**src/assert_macros.svh**
```systemverilog
// shared assertion macros for the counted key table
`ifndef ASSERT_MACROS_SVH
`define ASSERT_MACROS_SVH

// a condition that holds at every clock edge out of reset
`define CKT_ASSERT_ALWAYS(label, cond, msg) \
    label: assert property (@(posedge clk) disable iff (!rst_n) (cond)) \
        else $error(msg);

// a condition that implies another in the same cycle
`define CKT_ASSERT_IMPLIES(label, ante, cons, msg) \
    label: assert property (@(posedge clk) disable iff (!rst_n) (ante) |-> (cons)) \
        else $error(msg);

`endif

```
**src/ckt_pkg.sv**
```systemverilog
package ckt_pkg;

    // default sizing of the table
    localparam int DEF_TABLE_ENTRIES = 16;
    localparam int DEF_KEY_BITS      = 16;
    localparam int DEF_COUNT_BITS    = 16;

    // fixed widths of the channel fields
    localparam int KIND_W         = 2;
    localparam int KEY_IN_W       = 16;
    localparam int COUNT_OUT_W    = 16;
    localparam int DISTINCT_OUT_W = 5;

    // request operation codes
    localparam logic [KIND_W-1:0] KIND_ADD       = 2'd0;
    localparam logic [KIND_W-1:0] KIND_REMOVE    = 2'd1;
    localparam logic [KIND_W-1:0] KIND_DECREMENT = 2'd2;
    localparam logic [KIND_W-1:0] KIND_QUERY     = 2'd3;

    // controller to datapath commands
    typedef struct packed {
        logic load;    // latch a new request, clear search results
        logic issue;   // read the row at the scan index
        logic commit;  // write back and register the result
    } cmd_t;

    // datapath to controller status
    typedef struct packed {
        logic hit_found;  // the key has been located
        logic out_free;   // the result register can take a new result
    } status_t;

endpackage

```
**src/ckt_controller.sv**
```systemverilog
module ckt_controller
    import ckt_pkg::*;
#(
    parameter int TABLE_ENTRIES = DEF_TABLE_ENTRIES
) (
    input  logic                             clk,
    input  logic                             rst_n,
    input  logic                             req_valid,
    output logic                             req_ready,
    input  status_t                          status,
    output cmd_t                             cmd,
    output logic [$clog2(TABLE_ENTRIES)-1:0] scan_idx
);
    localparam int IDX_W = $clog2(TABLE_ENTRIES);
    localparam logic [IDX_W-1:0] LAST_IDX = IDX_W'(TABLE_ENTRIES - 1);

    localparam logic [1:0] ST_IDLE   = 2'd0;
    localparam logic [1:0] ST_SCAN   = 2'd1;
    localparam logic [1:0] ST_DRAIN  = 2'd2;
    localparam logic [1:0] ST_UPDATE = 2'd3;

    logic [1:0]       state_reg;
    logic [1:0]       state_next;
    logic [IDX_W-1:0] idx_reg;
    logic [IDX_W-1:0] idx_next;

    // sequencing of one request: scan rows, write back, hand over result
    always_comb
    begin
        state_next = state_reg;
        idx_next   = idx_reg;
        req_ready  = 1'b0;
        cmd        = '0;
        case (state_reg)
            ST_IDLE:
            begin
                req_ready = 1'b1;
                if (req_valid)
                begin
                    cmd.load   = 1'b1;
                    idx_next   = '0;
                    state_next = ST_SCAN;
                end
            end
            ST_SCAN:
            begin
                if (status.hit_found)
                begin
                    state_next = ST_UPDATE;
                end
                else
                begin
                    cmd.issue = 1'b1;
                    if (idx_reg == LAST_IDX)
                    begin
                        state_next = ST_DRAIN;
                    end
                    else
                    begin
                        idx_next = idx_reg + IDX_W'(1);
                    end
                end
            end
            ST_DRAIN:
            begin
                state_next = ST_UPDATE;
            end
            ST_UPDATE:
            begin
                if (status.out_free)
                begin
                    cmd.commit = 1'b1;
                    state_next = ST_IDLE;
                end
            end
            default:
            begin
                state_next = ST_IDLE;
            end
        endcase
    end

    always_ff @(posedge clk or negedge rst_n)
    begin
        if (!rst_n)
        begin
            state_reg <= ST_IDLE;
            idx_reg   <= '0;
        end
        else
        begin
            state_reg <= state_next;
            idx_reg   <= idx_next;
        end
    end

    assign scan_idx = idx_reg;
endmodule

```
**config.mk**
```make
export PLATFORM = sky130hd
export DESIGN_NAME = ckt_controller
export DESIGN_NICKNAME = d
export VERILOG_FILES = /design/src/assert_macros.svh /design/src/ckt_pkg.sv /design/src/ckt_controller.sv
export SDC_FILE = /design/constraint.sdc
export NUM_CORES = 1
export LEC_CHECK = 0
export BUFFER_PORTS_ARGS = -buffer_cell sky130_fd_sc_hd__buf_2
export CAP_MARGIN = 40
export CORE_AREA = 2 2 39 41
export CTS_CLUSTER_SIZE = 8
export DETAILED_ROUTE_END_ITERATION = 8
export DIE_AREA = 0 0 41 43
export GPL_ROUTABILITY_DRIVEN = 0
export PLACE_DENSITY_LB_ADDON = 0.08
export SYNTH_ARGS = -nofsm -noshare
export SYNTH_HDL_FRONTEND = slang
export SYNTH_SLANG_ARGS = --single-unit
export TNS_END_PERCENT = 100
```
**constraint.sdc**
```tcl
create_clock -name clk -period 1.7 [get_ports clk]
set_input_delay 0 -clock clk [delete_from_list [all_inputs] [get_ports clk]]
set_output_delay 0 -clock clk [all_outputs]
set_load 0.02 [all_outputs]
```
==> out/results.ini <==
[setup_path]
r2r_cells = 5
arrival_ns = 1.70
crit_type = flop to flop
required_ns = 1.82
cp-start-kind = flop
cp_max_fo = 5
path_cells = inv_1, ha_1, and2b_1, a211oi_2, mux2_2
cp-end-kind = flop
slowest_stage = dfrtp_1
slowest_delay_ns = 0.39

[timing]
slew_headroom = 0.8007
setup_viol = 0
post-route-min-period_ns = 1.585
finalHoldViolations = 0
drv_slew = 0
max_freq_mhz = 630.8
skew_ns = 0.0007472
worst_pin_slew_ns = 0.2984
post-route-period-util = 0.9325
fin_tns_setup_ns = 0
rsz0062_at_grt = false

[grt]
grt_overflow = 0
grt_pass1_wl_mm = 1.518
grt_max_degree = 11
grt_pass1_vias = 378
antenna_found_initial = 0
grt_usage = 0.1274

[synth]
syn_avg_cell_area_um2 = 9.540
yosysUniqueCellTypes = 24
netlist_area_um2 = 457.9
netlist_top_cells_area = dfrtp_1 (33%), ha_1 (11%), mux2_2 (4.9%)
synthCells = 48
synth_seq_area_share = 0.3279
synthesis.nets = 57
yosysWarnings = 0
synth_seq_cells = 6
synth.largest_area_cell = dfrtp_1
synth_top_area_share = 0.3279

[clock_network]
clkTransAtPathRegs_ns = 0.04
ctsResizeCount = 0
cts_buffer_depth = 2
htreeDepth = 1
clock-sinks = 6
clkLatencyLatePin_ns = 0.23
postCtsSetupBuffers = 0
cts_made_buffers = 3
tritoncts = done
hold_buffers = 1
cts_root_buf = clkbuf_4

[layout]
drive_above_1_share = 0.4030
nFillCells = 146
syn_to_final_growth_pct = 30.05
nNetsFinal = 78
largest_reg_flops = 4
diodes = 0

[die]
die_y_um = 43
start_util = 0.3309
die_area_um2 = 1763
io_pins = 13
row_count = 14
floorplan.core_area_um2 = 1384
die_w_um = 41

[detailed_routing]
viasPerCell = 4.904
routed_wl_um = 905
antenna_left = 0
num_vias = 407
firstDrtPassIters = 3
drt_iter0_markers = 7
wl_per_cell_um = 10.90
drc = 0

[status]
outcome = complete, no violations

[pwr]
p_per_area_nw_per_um2 = 1655
vdd_ir_drop_max_mv = 0.8276
power.leakage_nw = 0.3010
power.total_mw = 0.9859

[placed_design]
dpl.hpwl_um = 759.7
port_buffers = 12

[flow_run]
cap_violations = 0

[min_path]
min_path_type = primary input to asynchronous set/reset pin

==> Yosys cell counts <==
cell type,number
o211ai_1,2
a2111oi_2,1
and2b_1,2
buf_2,1
a31oi_1,3
dfrtp_1,6
mux2_2,2
nor3_1,1
mux2i_1,1
nand2_1,3
a211oi_2,1
ha_1,4
a2bb2oi_1,1
inv_1,3
nor2b_1,1
nand3_1,3
and2_1,3
nand3b_1,1
nand3_2,1
a31o_2,1
o21ai_0,3
nor2_1,1
o21a_1,1
and3_2,2
==> cells in the final DEF (no fill, tap or decap), drive strengths merged <==
cell type / netlist / final
o211ai: 2 / 2
a211oi: 1 / 1
mux2i: 1 / 1
o21ai: 3 / 3
a2111oi: 1 / 1
nand2: 3 / 3
ha: 4 / 4
clkbuf: 0 / 3
buf: 1 / 16
a31o: 1 / 1
dlygate4sd3: 0 / 1
a31oi: 3 / 3
inv: 3 / 3
dfrtp: 6 / 6
nor3: 1 / 1
nor2: 1 / 1
nor2b: 1 / 1
nand3b: 1 / 1
mux2: 2 / 2
and2: 3 / 3
and2b: 2 / 2
a2bb2oi: 1 / 1
o21a: 1 / 1
and3: 2 / 2
nand3: 4 / 4
==> metrics by stage <==
step / setup WS [ns] / area [um2] / hold slack [ns] / cells / utilization
floorplan: 0.03519 / 457.9 / -0.2956 / 48 / -
CTS: 0.09975 / 595.6 / 0.1021 / 83 / 0.4304
global route: 0.02006 / 595.6 / 0.1086 / 83 / 0.4304
global placement: 0.1225 / 563.0 / -0.1708 / 79 / 0.4069
detailed placement: 0.1076 / 563.0 / -0.1742 / 79 / 0.4069
finish: 0.1147 / 595.6 / 0.1059 / 83 / 0.4304
==> kinds of logic after synthesis <==
kind of cell	after synthesis	synth area share
buffers and inverters	4	0.03551
AND/OR/NAND/NOR	18	0.2349
adder cells (fa/ha/maj)	4	0.1093
multiplexers	3	0.07104
AO/OA/AOI/OAI	13	0.2213
flip-flops	6	0.3279
==> path summary, 6_finish.rpt <==
| check | slack, ns | startpoint | endpoint |
|---|---|---|---|
| setup / recovery | 0.11 | state_reg[0]$_DFFE_PN0P_ | state_reg[1]$_DFFE_PN0P_ |
| hold reg to reg | 0.57 | state_reg[1]$_DFFE_PN0P_ | state_reg[1]$_DFFE_PN0P_ |
| max in group asynchronous | 1.46 | rst_n | state_reg[0]$_DFFE_PN0P_ |
| setup reg to reg | 0.11 | state_reg[0]$_DFFE_PN0P_ | state_reg[1]$_DFFE_PN0P_ |
| min in group clk | 0.13 | status[1] | scan_idx[2]$_DFFE_PN0P_ |
| hold / removal | 0.11 | rst_n | scan_idx[2]$_DFFE_PN0P_ |
==> layer usage <==
layer,vias to the layer above,routed length (um),global-route usage
met5,-,0,0
li1,216,-,-
met1,187,474,0.1842
met3,0,20,0.01571
met2,4,410,0.1719
met4,0,0,0.08000
==> worst max-delay path, delay by kind of cell (launching register included) <==
| family | cells | cell delay [ns] |
|---|---|---|
| compound gates | 1 | 0.19 |
| fa+ha+maj | 1 | 0.26 |
| buf+inv | 1 | 0.07 |
| flops | 1 | 0.39 |
| mux | 1 | 0.36 |
| simple gates | 1 | 0.20 |
==> power breakdown <==
group / total [mW] / switching (mW) / internal [mW]
Sequential: 0.236 / 0.0424 / 0.193
Combinational: 0.627 / 0.339 / 0.287
Clock: 0.124 / 0.0442 / 0.0794
Total: 0.986 / 0.426 / 0.560
==> final cells by class <==
type | count | area [um2] | area share
multi-input combinational | 38 | 291.5 | 0.4895
sequential | 6 | 150.1 | 0.2521
timing repair buffer | 17 | 100.1 | 0.1681
clock buffer | 3 | 22.52 | 0.03782
tap | 16 | 20.02 | 0.03361
inverter | 3 | 11.26 | 0.01891
No activity file was read; power rests on OpenSTA's default activity.
