--- src/assert_macros.svh ---
// shared assertion macros for the counted key table
`ifndef ASSERT_MACROS_SVH
`define ASSERT_MACROS_SVH

// a condition that holds at every clock edge out of reset
`define CKT_ASSERT_ALWAYS(label, cond, msg) \
    label: assert property (@(posedge clk) disable iff (!rst_n) (cond)) \
        else $error(msg);

// a condition that implies another in the same cycle
`define CKT_ASSERT_IMPLIES(label, ante, cons, msg) \
    label: assert property (@(posedge clk) disable iff (!rst_n) (ante) |-> (cons)) \
        else $error(msg);

`endif

--- src/ckt_pkg.sv ---
package ckt_pkg;

    // default sizing of the table
    localparam int DEF_TABLE_ENTRIES = 16;
    localparam int DEF_KEY_BITS      = 16;
    localparam int DEF_COUNT_BITS    = 16;

    // fixed widths of the channel fields
    localparam int KIND_W         = 2;
    localparam int KEY_IN_W       = 16;
    localparam int COUNT_OUT_W    = 16;
    localparam int DISTINCT_OUT_W = 5;

    // request operation codes
    localparam logic [KIND_W-1:0] KIND_ADD       = 2'd0;
    localparam logic [KIND_W-1:0] KIND_REMOVE    = 2'd1;
    localparam logic [KIND_W-1:0] KIND_DECREMENT = 2'd2;
    localparam logic [KIND_W-1:0] KIND_QUERY     = 2'd3;

    // controller to datapath commands
    typedef struct packed {
        logic load;    // latch a new request, clear search results
        logic issue;   // read the row at the scan index
        logic commit;  // write back and register the result
    } cmd_t;

    // datapath to controller status
    typedef struct packed {
        logic hit_found;  // the key has been located
        logic out_free;   // the result register can take a new result
    } status_t;

endpackage

--- src/ckt_ram.sv ---
module ckt_ram #(
    parameter int WIDTH = 32,
    parameter int DEPTH = 16
) (
    input  logic                     clk,
    input  logic                     we,
    input  logic [$clog2(DEPTH)-1:0] waddr,
    input  logic [WIDTH-1:0]         wdata,
    input  logic [$clog2(DEPTH)-1:0] raddr,
    output logic [WIDTH-1:0]         rdata
);
    logic [WIDTH-1:0] mem [DEPTH];
    logic [WIDTH-1:0] rdata_reg;

    // single write port, registered read port
    always_ff @(posedge clk)
    begin
        if (we)
        begin
            mem[waddr] <= wdata;
        end
        rdata_reg <= mem[raddr];
    end

    assign rdata = rdata_reg;
endmodule

--- src/ckt_datapath.sv ---
`include "assert_macros.svh"

module ckt_datapath
    import ckt_pkg::*;
#(
    parameter int TABLE_ENTRIES = DEF_TABLE_ENTRIES,
    parameter int KEY_BITS      = DEF_KEY_BITS,
    parameter int COUNT_BITS    = DEF_COUNT_BITS
) (
    input  logic                             clk,
    input  logic                             rst_n,
    input  cmd_t                             cmd,
    output status_t                          status,
    input  logic [$clog2(TABLE_ENTRIES)-1:0] scan_idx,
    input  logic [KIND_W-1:0]                req_kind,
    input  logic [KEY_IN_W-1:0]              req_key,
    input  logic                             rsp_ready,
    output logic                             rsp_valid,
    output logic                             rsp_success,
    output logic [COUNT_OUT_W-1:0]           rsp_item_count,
    output logic [DISTINCT_OUT_W-1:0]        rsp_distinct_keys,
    output logic                             rsp_table_full
);
    localparam int IDX_W     = $clog2(TABLE_ENTRIES);
    localparam int OCC_W     = $clog2(TABLE_ENTRIES + 1);
    localparam int ROW_W     = KEY_BITS + COUNT_BITS;
    localparam int KEY_EXT_W = (KEY_BITS > KEY_IN_W) ? KEY_BITS : KEY_IN_W;
    localparam int CNT_EXT_W = (COUNT_BITS > COUNT_OUT_W) ? COUNT_BITS : COUNT_OUT_W;
    localparam int OCC_EXT_W = (OCC_W > DISTINCT_OUT_W) ? OCC_W : DISTINCT_OUT_W;
    localparam logic [COUNT_BITS-1:0] COUNT_MAX = {COUNT_BITS{1'b1}};

    // request registers
    logic [KIND_W-1:0]   kind_reg;
    logic [KEY_BITS-1:0] key_reg;
    logic [KEY_EXT_W-1:0] key_ext;
    logic [KEY_BITS-1:0] key_in;

    // search pipeline and results
    logic                  cmp_vld_reg;
    logic [IDX_W-1:0]      cmp_idx_reg;
    logic                  hit_found_reg;
    logic [IDX_W-1:0]      hit_idx_reg;
    logic [COUNT_BITS-1:0] hit_cnt_reg;
    logic                  free_found_reg;
    logic [IDX_W-1:0]      free_idx_reg;

    // table state
    logic [TABLE_ENTRIES-1:0] valid_reg;
    logic [TABLE_ENTRIES-1:0] valid_next;
    logic [OCC_W-1:0]         occ_reg;
    logic [OCC_W-1:0]         occ_next;

    // row storage
    logic                  ram_we;
    logic [ROW_W-1:0]      ram_wdata;
    logic [ROW_W-1:0]      ram_rdata;
    logic [KEY_BITS-1:0]   rd_key;
    logic [COUNT_BITS-1:0] rd_cnt;
    logic                  row_match;
    logic                  row_free;

    // update decision
    logic                  wr_en;
    logic [IDX_W-1:0]      wr_idx;
    logic [COUNT_BITS-1:0] wr_cnt;
    logic                  set_valid;
    logic                  clr_valid;
    logic                  occ_inc;
    logic                  occ_dec;
    logic                  res_ok;
    logic [COUNT_BITS-1:0] res_cnt;
    logic                  res_full;
    logic [CNT_EXT_W-1:0]  res_cnt_ext;
    logic [OCC_EXT_W-1:0]  occ_ext;

    // result register
    logic                      out_valid_reg;
    logic                      out_valid_next;
    logic                      out_success_reg;
    logic [COUNT_OUT_W-1:0]    out_count_reg;
    logic [DISTINCT_OUT_W-1:0] out_distinct_reg;
    logic                      out_full_reg;

    // key narrowed or widened to the table key width
    assign key_ext = KEY_EXT_W'(req_key);
    assign key_in  = key_ext[KEY_BITS-1:0];

    ckt_ram #(
        .WIDTH (ROW_W),
        .DEPTH (TABLE_ENTRIES)
    ) u_rows (
        .clk   (clk),
        .we    (ram_we),
        .waddr (wr_idx),
        .wdata (ram_wdata),
        .raddr (scan_idx),
        .rdata (ram_rdata)
    );

    assign rd_key    = ram_rdata[ROW_W-1:COUNT_BITS];
    assign rd_cnt    = ram_rdata[COUNT_BITS-1:0];
    assign row_match = cmp_vld_reg && valid_reg[cmp_idx_reg] && (rd_key == key_reg);
    assign row_free  = cmp_vld_reg && !valid_reg[cmp_idx_reg];

    // scan bookkeeping, cleared when a new request is latched
    always_ff @(posedge clk or negedge rst_n)
    begin
        if (!rst_n)
        begin
            cmp_vld_reg    <= 1'b0;
            hit_found_reg  <= 1'b0;
            free_found_reg <= 1'b0;
        end
        else
        begin
            cmp_vld_reg <= cmd.issue;
            if (cmd.load)
            begin
                hit_found_reg  <= 1'b0;
                free_found_reg <= 1'b0;
            end
            else
            begin
                if (row_match && !hit_found_reg)
                begin
                    hit_found_reg <= 1'b1;
                end
                if (row_free && !free_found_reg)
                begin
                    free_found_reg <= 1'b1;
                end
            end
        end
    end

    // request latch and payload side of the scan
    always_ff @(posedge clk)
    begin
        cmp_idx_reg <= scan_idx;
        if (cmd.load)
        begin
            kind_reg <= req_kind;
            key_reg  <= key_in;
        end
        if (!cmd.load && row_match && !hit_found_reg)
        begin
            hit_idx_reg <= cmp_idx_reg;
            hit_cnt_reg <= rd_cnt;
        end
        if (!cmd.load && row_free && !free_found_reg)
        begin
            free_idx_reg <= cmp_idx_reg;
        end
    end

    // operation decode
    always_comb
    begin
        wr_en     = 1'b0;
        wr_idx    = hit_idx_reg;
        wr_cnt    = hit_cnt_reg;
        set_valid = 1'b0;
        clr_valid = 1'b0;
        occ_inc   = 1'b0;
        occ_dec   = 1'b0;
        res_ok    = 1'b0;
        res_cnt   = '0;
        res_full  = 1'b0;
        case (kind_reg)
            KIND_ADD:
            begin
                if (hit_found_reg)
                begin
                    wr_en   = 1'b1;
                    wr_cnt  = (hit_cnt_reg == COUNT_MAX) ? hit_cnt_reg
                                                         : hit_cnt_reg + COUNT_BITS'(1);
                    res_ok  = 1'b1;
                    res_cnt = wr_cnt;
                end
                else if (free_found_reg)
                begin
                    wr_en     = 1'b1;
                    wr_idx    = free_idx_reg;
                    wr_cnt    = COUNT_BITS'(1);
                    set_valid = 1'b1;
                    occ_inc   = 1'b1;
                    res_ok    = 1'b1;
                    res_cnt   = COUNT_BITS'(1);
                end
                else
                begin
                    res_full = 1'b1;
                end
            end
            KIND_REMOVE:
            begin
                if (hit_found_reg)
                begin
                    clr_valid = 1'b1;
                    occ_dec   = 1'b1;
                    res_ok    = 1'b1;
                end
            end
            KIND_DECREMENT:
            begin
                if (hit_found_reg)
                begin
                    wr_en   = 1'b1;
                    wr_cnt  = (hit_cnt_reg != '0) ? hit_cnt_reg - COUNT_BITS'(1) : '0;
                    res_ok  = 1'b1;
                    res_cnt = wr_cnt;
                    if (wr_cnt == '0)
                    begin
                        clr_valid = 1'b1;
                        occ_dec   = 1'b1;
                    end
                end
            end
            KIND_QUERY:
            begin
                if (hit_found_reg)
                begin
                    res_ok  = 1'b1;
                    res_cnt = hit_cnt_reg;
                end
            end
            default:
            begin
                res_ok = 1'b0;
            end
        endcase
    end

    assign ram_we    = cmd.commit && wr_en;
    assign ram_wdata = {key_reg, wr_cnt};

    // valid bits and occupancy
    always_comb
    begin
        valid_next = valid_reg;
        occ_next   = occ_reg;
        if (cmd.commit)
        begin
            if (set_valid)
            begin
                valid_next[free_idx_reg] = 1'b1;
            end
            if (clr_valid)
            begin
                valid_next[hit_idx_reg] = 1'b0;
            end
            if (occ_inc)
            begin
                occ_next = occ_reg + OCC_W'(1);
            end
            if (occ_dec)
            begin
                occ_next = occ_reg - OCC_W'(1);
            end
        end
    end

    always_ff @(posedge clk or negedge rst_n)
    begin
        if (!rst_n)
        begin
            valid_reg <= '0;
            occ_reg   <= '0;
        end
        else
        begin
            valid_reg <= valid_next;
            occ_reg   <= occ_next;
        end
    end

    // result register
    assign res_cnt_ext    = CNT_EXT_W'(res_cnt);
    assign occ_ext        = OCC_EXT_W'(occ_next);
    assign out_valid_next = cmd.commit ? 1'b1
                          : (out_valid_reg && rsp_ready) ? 1'b0 : out_valid_reg;

    always_ff @(posedge clk or negedge rst_n)
    begin
        if (!rst_n)
        begin
            out_valid_reg <= 1'b0;
        end
        else
        begin
            out_valid_reg <= out_valid_next;
        end
    end

    always_ff @(posedge clk)
    begin
        if (cmd.commit)
        begin
            out_success_reg  <= res_ok;
            out_count_reg    <= res_cnt_ext[COUNT_OUT_W-1:0];
            out_distinct_reg <= occ_ext[DISTINCT_OUT_W-1:0];
            out_full_reg     <= res_full;
        end
    end

    assign rsp_valid         = out_valid_reg;
    assign rsp_success       = out_success_reg;
    assign rsp_item_count    = out_count_reg;
    assign rsp_distinct_keys = out_distinct_reg;
    assign rsp_table_full    = out_full_reg;

    assign status.hit_found = hit_found_reg;
    assign status.out_free  = !out_valid_reg || rsp_ready;

    // checks
    `CKT_ASSERT_ALWAYS(a_occ_matches_valid, $countones(valid_reg) == int'(occ_reg), "occupancy count disagrees with valid bits")
    `CKT_ASSERT_IMPLIES(a_commit_needs_slot, cmd.commit, !out_valid_reg || rsp_ready, "result written over one not yet taken")
    `CKT_ASSERT_IMPLIES(a_hit_from_compare, $rose(hit_found_reg), $past(cmp_vld_reg), "hit recorded without a row compare")
endmodule

--- config.mk ---
export PLATFORM = sky130hd
export DESIGN_NAME = ckt_datapath
export DESIGN_NICKNAME = d
export VERILOG_FILES = /design/src/ckt_pkg.sv /design/src/ckt_ram.sv /design/src/ckt_datapath.sv
export VERILOG_INCLUDE_DIRS = /design/src /design/src/src
export SDC_FILE = /design/constraint.sdc
export NUM_CORES = 1
export LEC_CHECK = 0
export ABC_CLOCK_PERIOD_IN_PS = 3100
export BUFFER_PORTS_ARGS = -buffer_cell sky130_fd_sc_hd__clkbuf_2
export CAP_MARGIN = 30
export CORE_MARGIN = 2
export CORE_UTILIZATION = 50
export DETAILED_ROUTE_END_ITERATION = 16
export GPL_ROUTABILITY_DRIVEN = 1
export HOLD_SLACK_MARGIN = 0.08
export PLACE_DENSITY = 0.68
export SLEW_MARGIN = 30
export SYNTH_ARGS = -nofsm -noshare
export SYNTH_HDL_FRONTEND = slang
export SYNTH_SLANG_ARGS = --single-unit
--- constraint.sdc ---
create_clock -name clk -period 3.1 [get_ports clk]
set_input_delay 0.31 -clock clk [delete_from_list [all_inputs] [get_ports clk]]
set_output_delay 0.31 -clock clk [all_outputs]
set_load 0.02 [all_outputs]
==> results of run 1 <==
## area by class of cell
type / instances / area [µm²] / area share, %
multi-input cells: 564 / 6264 / 21.17
repair buffers: 173 / 1605 / 5.425
inverters: 16 / 60.06 / 0.2030
clock buffers: 93 / 1864 / 6.300
well taps: 672 / 840.8 / 2.841
clock inverters: 24 / 284.0 / 0.9598
flip-flops and latches: 638 / 18670 / 63.10
## logic make-up (layout without fill, tap and decap cells)
kind of cell	Yosys count	in the layout	synth area share, %
multiplexers	170	170	15.02
adder cells (fa/ha/maj)	10	10	0.4984
flip-flops	638	638	74.38
XOR/XNOR	22	22	0.7676
AO/OA/AOI/OAI	153	153	3.773
buffers and inverters	83	306	1.321
AND/OR/NAND/NOR	209	209	4.237
## worst max path at each step
stage	endpoint	slack [ns]
global placement	rsp_distinct_keys[1]	0.17
finish	rsp_distinct_keys[1]	0.10
floorplan	u_rows.mem[12][0]	-0.21
global route	rsp_distinct_keys[1]	-0.02
detailed placement	rsp_distinct_keys[1]	0.11
CTS	rsp_distinct_keys[1]	0.10
## cell usage in the layout, fill, tap and decap left out, types with 4 or more instances in the layout
cell / instances
inv_1: 15
nand3_1: 19
a31oi_1: 23
clkbuf_8: 10
clkbuf_2: 50
o22ai_1: 7
mux2i_1: 4
clkbuf_1: 17
o31ai_1: 4
buf_12: 30
clkinvlp_4: 4
nor2_1: 39
bufinv_16: 4
nand2_1: 50
nor2b_1: 4
buf_4: 70
a21oi_1: 50
a221oi_1: 4
dfxtp_1: 36
nor3_1: 13
nand2b_1: 7
xnor2_1: 20
clkinv_1: 5
dlygate4sd3_1: 21
nor4_1: 10
a22oi_1: 5
mux4_2: 165
clkinv_2: 7
and2_1: 5
dfrtp_1: 25
o21ai_0: 34
and3_1: 6
clkbuf_16: 67
nand4_1: 11
ha_1: 9
edfxtp_1: 577
nor2_4: 16
## where the power goes
group          leakage, µW  switching [µW]  internal [µW]
Clock              0.00104            3220           4560
Combinational      0.00280             483            433
Sequential         0.00585             146           9570
Total              0.00968            3850          14600
## cells in the mapped netlist (all sizes together), types with 14 or more instances
master  number
dfrtp       25
a31oi       23
o21ai       35
buf         14
inv         15
nor2        57
nand3       19
nand2       51
a21oi       50
dfxtp       36
clkbuf      53
nor3        15
mux4       165
xnor2       20
edfxtp     577
## worst register-to-register path, stage by stage (launching register included)
cell	delay [ns]
edfxtp_1	0.39
inv_1	0.13
ha_2	0.19
or3b_4	0.40
o31a_1	0.29
a2111oi_4	0.38
nand4_1	0.19
o211a_4	0.30
or4_4	0.48
o211ai_2	0.08
## routing by layer
| layer | up-vias | global-route usage, % | share of wire [%] |
|---|---|---|---|
| met2 | 491 | 35.95 | 50 |
| met3 | 95 | 3.400 | 5.7 |
| li1 | 5645 | - | - |
| met4 | 0 | 6.270 | 2.4 |
| met5 | - | 0 | 0 |
| met1 | 6905 | 30.60 | 42 |
## metrics by stage
stage | setup WS [ns] | hold slack, ns | utilization [%] | instance area, µm²
2_1_floorplan | -0.2084 | 0.01441 | - | 25120
3_3_place_gp | 0.1739 | 0.3517 | 54.54 | 27190
3_5_place_dp | 0.1126 | 0.3594 | 54.54 | 27200
4_1_cts | 0.1016 | 0.1231 | 59.27 | 29560
5_1_grt | -0.01897 | 0.1391 | 59.34 | 29590
6_report | 0.1043 | 0.1471 | 59.34 | 29590
## what timing repair did
item	4_1_cts	5_1_grt
setup endpoints to repair	0	84
hold buffers	21	0
resized for setup	0	6
endpoints found under the hold margin	45	0
==> results.yml, run 1 <==
synth:
  synthTopCellsByArea: "edfxtp_1 69%, mux4_2 15%, dfxtp_1 2.9%"
  ys_types: 71
  synthArstFlopShare_pct: 3.918
  yosysTopAreaCellShare_pct: 69.02
  yosys_warnings: 0
  synth_seq_area_share_pct: 74.38
  yosysTopAreaCell: "edfxtp_1"
  ys_seq_elements: 638
  synth_cells: 1285
  synth_flop_cell: "edfxtp_1"
  synth_edf_count: 577
  synth_nets: 1323
  synth.avg_cell_area_um2: 19.54
  syn-cell-area_um2: 25100
setup_path:
  cp_top_family: "simple AND/OR/NAND/NOR gates"
  timing.rr.start: "hit_cnt_reg[0]"
  endpoint_kind: "flip-flop"
  reg2reg_setup_slack_ns: 0.10
  cp_num_cells: 9
  worstSetupStartpoint: "hit_cnt_reg[0]"
  r2r-end: "rsp_distinct_keys[1]"
  crit_type: "reg -> reg"
  startpoint_type: "flip-flop"
  critPathRequiredTime_ns: 3.53
  critPathArrivalTime_ns: 3.43
  reg2regPathDepth: 9
  worstPathMaxFanout: 6
  path_buf_inv: 1
  worstPathCellList: "inv_1, ha_2, or3b_4, o31a_1, a2111oi_4, nand4_1, o211a_4, or4_4, o211ai_2"
  critPathSlowestCell: "or4_4"
  worst_path_largest_cell_delay_ns: 0.48
place:
  dp_hpwl_um: 31660
  gp_congestion: 0.9197
  port-buffer-count: 53
  dp.cells: 2042
worst_hold_path:
  hold_path.class: "in -> reg"
  min_path_cells: 1
  hp-start: "scan_idx[2]"
  hold_end: "cmp_idx_reg[2]"
finish:
  syn_to_final_growth_pct: 17.87
  fillers: 3627
  antenna_cells: 0
  largest_reg_flops: 512
  fin_nets: 1497
  layout-drive-gt1-share_pct: 30.11
  final_cells: 2180
timing:
  slew_viol_final: 0
  fin_tns_setup_ns: 0
  worst_pin_slew_ns: 0.9500
  hold_violations: 0
  fin_crit_ns: 2.996
  setup_viol: 0
  maxSlewHeadroom_pct: 36.67
  skew_ns: 0.01742
  max_freq_mhz: 333.8
  fin_crit_sh_pct: 96.63
drt:
  drtIter0Drc: 1359
  drt_wl_total_um: 55780
  vias_per_cell: 6.026
  ant_nets: 0
  route.detailed.wl_per_inst_um: 25.59
  drc: 0
  vias: 13140
  dr.pass1.iters: 5
clock_tree:
  cts_buffer_depth: 3
  post_cts_buffers: 0
  cts.sinks: 638
  clkLatencyLatePin_ns: 0.60
  cts_tree: "yes"
  clk_pin_slew_ns: 0.06
  h-tree-depth: 3
  cts_root_buffer: "clkbuf_16"
  cts_made_buffers: 66
power_and_ir_drop:
  power.total_uw: 18420
  p_per_area_nw_per_um2: 622.5
  p_leak_uw: 0.009683
  vdd_drop_max_v: 0.0004929
floorplan:
  ios: 54
  die_y_um: 228.1
  core_area_um2: 49860
  start_util_pct: 50.35
  die_x_um: 228.1
  rows: 82
  die_area_um2: 52020
run_status:
  status: "completed"
global_routing:
  grt_max_degree: 89
  grt_usage_pct: 21.82
  overflow: 0
  antenna_found_initial: 1
  grt_pass1_vias: 13340
  grt_pass1_wl_um: 84040
job:
  drv_cap: 0
No activity file was read; power rests on OpenSTA's default activity.
==> run 2, diff against run 1 <==
==> constraint.sdc (replaced) <==
create_clock -name clk -period 3.1 [get_ports clk]
set_input_delay 0.465 -clock clk [delete_from_list [all_inputs] [get_ports clk]]
set_output_delay 0.465 -clock clk [all_outputs]
set_load 0.02 [all_outputs]
==> run 2 against run 1 <==
Sequential share of layout area grew 0.19 points. Clock skew grew 0.016 ns. Critical path type unchanged. Critical path depth shrank 1. Largest power group unchanged. Sequential cell count is the same. Routed wire length is essentially flat. Global-route usage grew 0.051 points. Via count shrank 1.2%.
==> results.yml, run 2 (synthesized netlist as in run 1, its figures left out) <==
global_routing:
  grt_usage_pct: 21.87
  overflow: 0
  grt_max_degree: 43
  grt_pass1_wl_um: 85080
  antenna_found_initial: 0
  grt_pass1_vias: 13380
finish:
  layout_common_cells: "577 x edfxtp_1, 165 x mux4_2, 67 x buf_4"
  fin_nets: 1493
  antenna_cells: 0
  final_common_cell: "edfxtp_1"
  largest_reg_flops: 512
  post-route-util_pct: 59.17
  fillers: 3658
  syn_to_final_growth_pct: 17.52
  layout-drive-gt1-share_pct: 29.81
setup_path:
  cp_num_cells: 8
  worstPathMaxFanout: 16
  worstPathCellList: "nor4_1, and4b_1, a211o_1, buf_12, o22ai_1, a21oi_1, nand2_1, buf_12"
  critPathArrivalTime_ns: 3.35
  startpoint_type: "flip-flop"
  endpoint_kind: "flip-flop"
  critPathRequiredTime_ns: 3.48
  path_buf_inv: 2
  crit_type: "reg -> reg"
  reg2reg_setup_slack_ns: 0.13
  reg2regPathDepth: 8
  path_common_cell: "buf_12"
  critPathSlowestCell: "edfxtp_1"
  cp_top_family: "simple AND/OR/NAND/NOR gates"
  worst_path_largest_cell_delay_ns: 0.50
clock_tree:
  cts_tree: "yes"
  cts_buffer_depth: 3
  cts_root_buffer: "clkbuf_16"
  cts.sinks: 638
  h-tree-depth: 2
  clk_pin_slew_ns: 0.06
  cts_made_buffers: 61
  clkLatencyLatePin_ns: 0.64
  post_cts_buffers: 0
drt:
  route.detailed.wl_per_inst_um: 25.64
  drt_wl_total_um: 55770
  drc: 0
  vias: 12980
  vias_per_cell: 5.970
  ant_nets: 0
  dr.pass1.iters: 8
  drtIter0Drc: 1416
floorplan:
  start_util_pct: 50.35
  die_area_um2: 52020
  die_y_um: 228.1
  die_x_um: 228.1
  core_area_um2: 49860
  rows: 82
  ios: 54
power_and_ir_drop:
  seq_power_share_pct: 54.0
  power.total_uw: 18000
  p_int_uw: 14190
  p_per_area_nw_per_um2: 610.1
  p_sw_share_pct: 21.17
  p_sw_uw: 3811
  combPwrFrac_pct: 5.0
  p_clk_share_pct: 41.0
  vdd_drop_max_v: 0.0004597
  p_leak_uw: 0.009642
timing:
  whs_ns: 0.1187
  fin_crit_sh_pct: 95.85
  worst_pin_slew_ns: 0.9889
  slew_viol_final: 0
  maxSlewHeadroom_pct: 34.07
  fin_crit_ns: 2.971
  skew_ns: 0.03382
  hold_violations: 0
  max_freq_mhz: 336.6
  setup_viol: 0
  rsz0062_at_grt: "no"
place:
  port-buffer-count: 53
  gp_congestion: 0.9245
  dp_hpwl_um: 33080
job:
  drv_cap: 0
run_status:
  status: "completed"
worst_hold_path:
  hold_path.class: "in -> reg"
  min_path_cells: 3
## run 2: timing repair
item,4_1_cts,5_1_grt
endpoints found under the setup margin,0,2
resized for setup,0,2
endpoints found under the hold margin,44,0
hold buffers,20,0
## run 2: worst register-to-register path, cell delays in order (launching register included)
cell and delay, ns:
edfxtp_1 0.50, nor4_1 0.47, and4b_1 0.35, a211o_1 0.44
buf_12 0.19, o22ai_1 0.09, a21oi_1 0.26, nand2_1 0.23
buf_12 0.21
## run 2: through the flow
stage          cells  area, µm²  setup slack (ns)  TNS, ns
3_5_place_dp    2044      27270            0.1131        0
3_3_place_gp    2044      27270            0.1723        0
5_1_grt         2175      29500           0.03050        0
6_report        2175      29500            0.1287        0
4_1_cts         2175      29480           0.07569        0
2_1_floorplan   1285      25120           -0.2084   -64.76
## run 2: metal layers
metal	routed length, µm	track usage [%]	vias up
met4	988	5.372	0
li1	-	-	5624
met3	3431	3.200	77
met2	28050	36.69	475
met5	0	0	-
met1	23300	30.61	6808
## run 2: worst paths after layout
check	from	to
min in group asynchronous	rst_n	occ_reg[0]
max reg2reg	hit_cnt_reg[3]	u_rows.mem[0][8]
min	rsp_ready	rsp_valid
max in group asynchronous	rst_n	free_found_reg
min reg2reg	u_rows.rdata[13]	hit_cnt_reg[13]
max	hit_cnt_reg[3]	u_rows.mem[0][8]
## run 2: power groups by stage
stage               Combinational (µW)  Clock (µW)  Sequential [µW]
floorplan                          549           0             9900
global placement                   871           0             9890
detailed placement                 891           0             9900
CTS                                913        7540             9720
global route                       985        7890             9740
finish                             901        7380             9720
## run 2: area by class of cell
cell class,count,area (µm²),share of cell area [%]
Tap cell,672,840.8,2.850
Timing Repair Buffer,174,1673,5.670
Sequential cell,638,18670,63.29
Inverter,16,60.06,0.2036
Clock inverter,37,411.6,1.395
Multi-Input combinational cell,564,6248,21.18
Clock buffer,74,1595,5.407
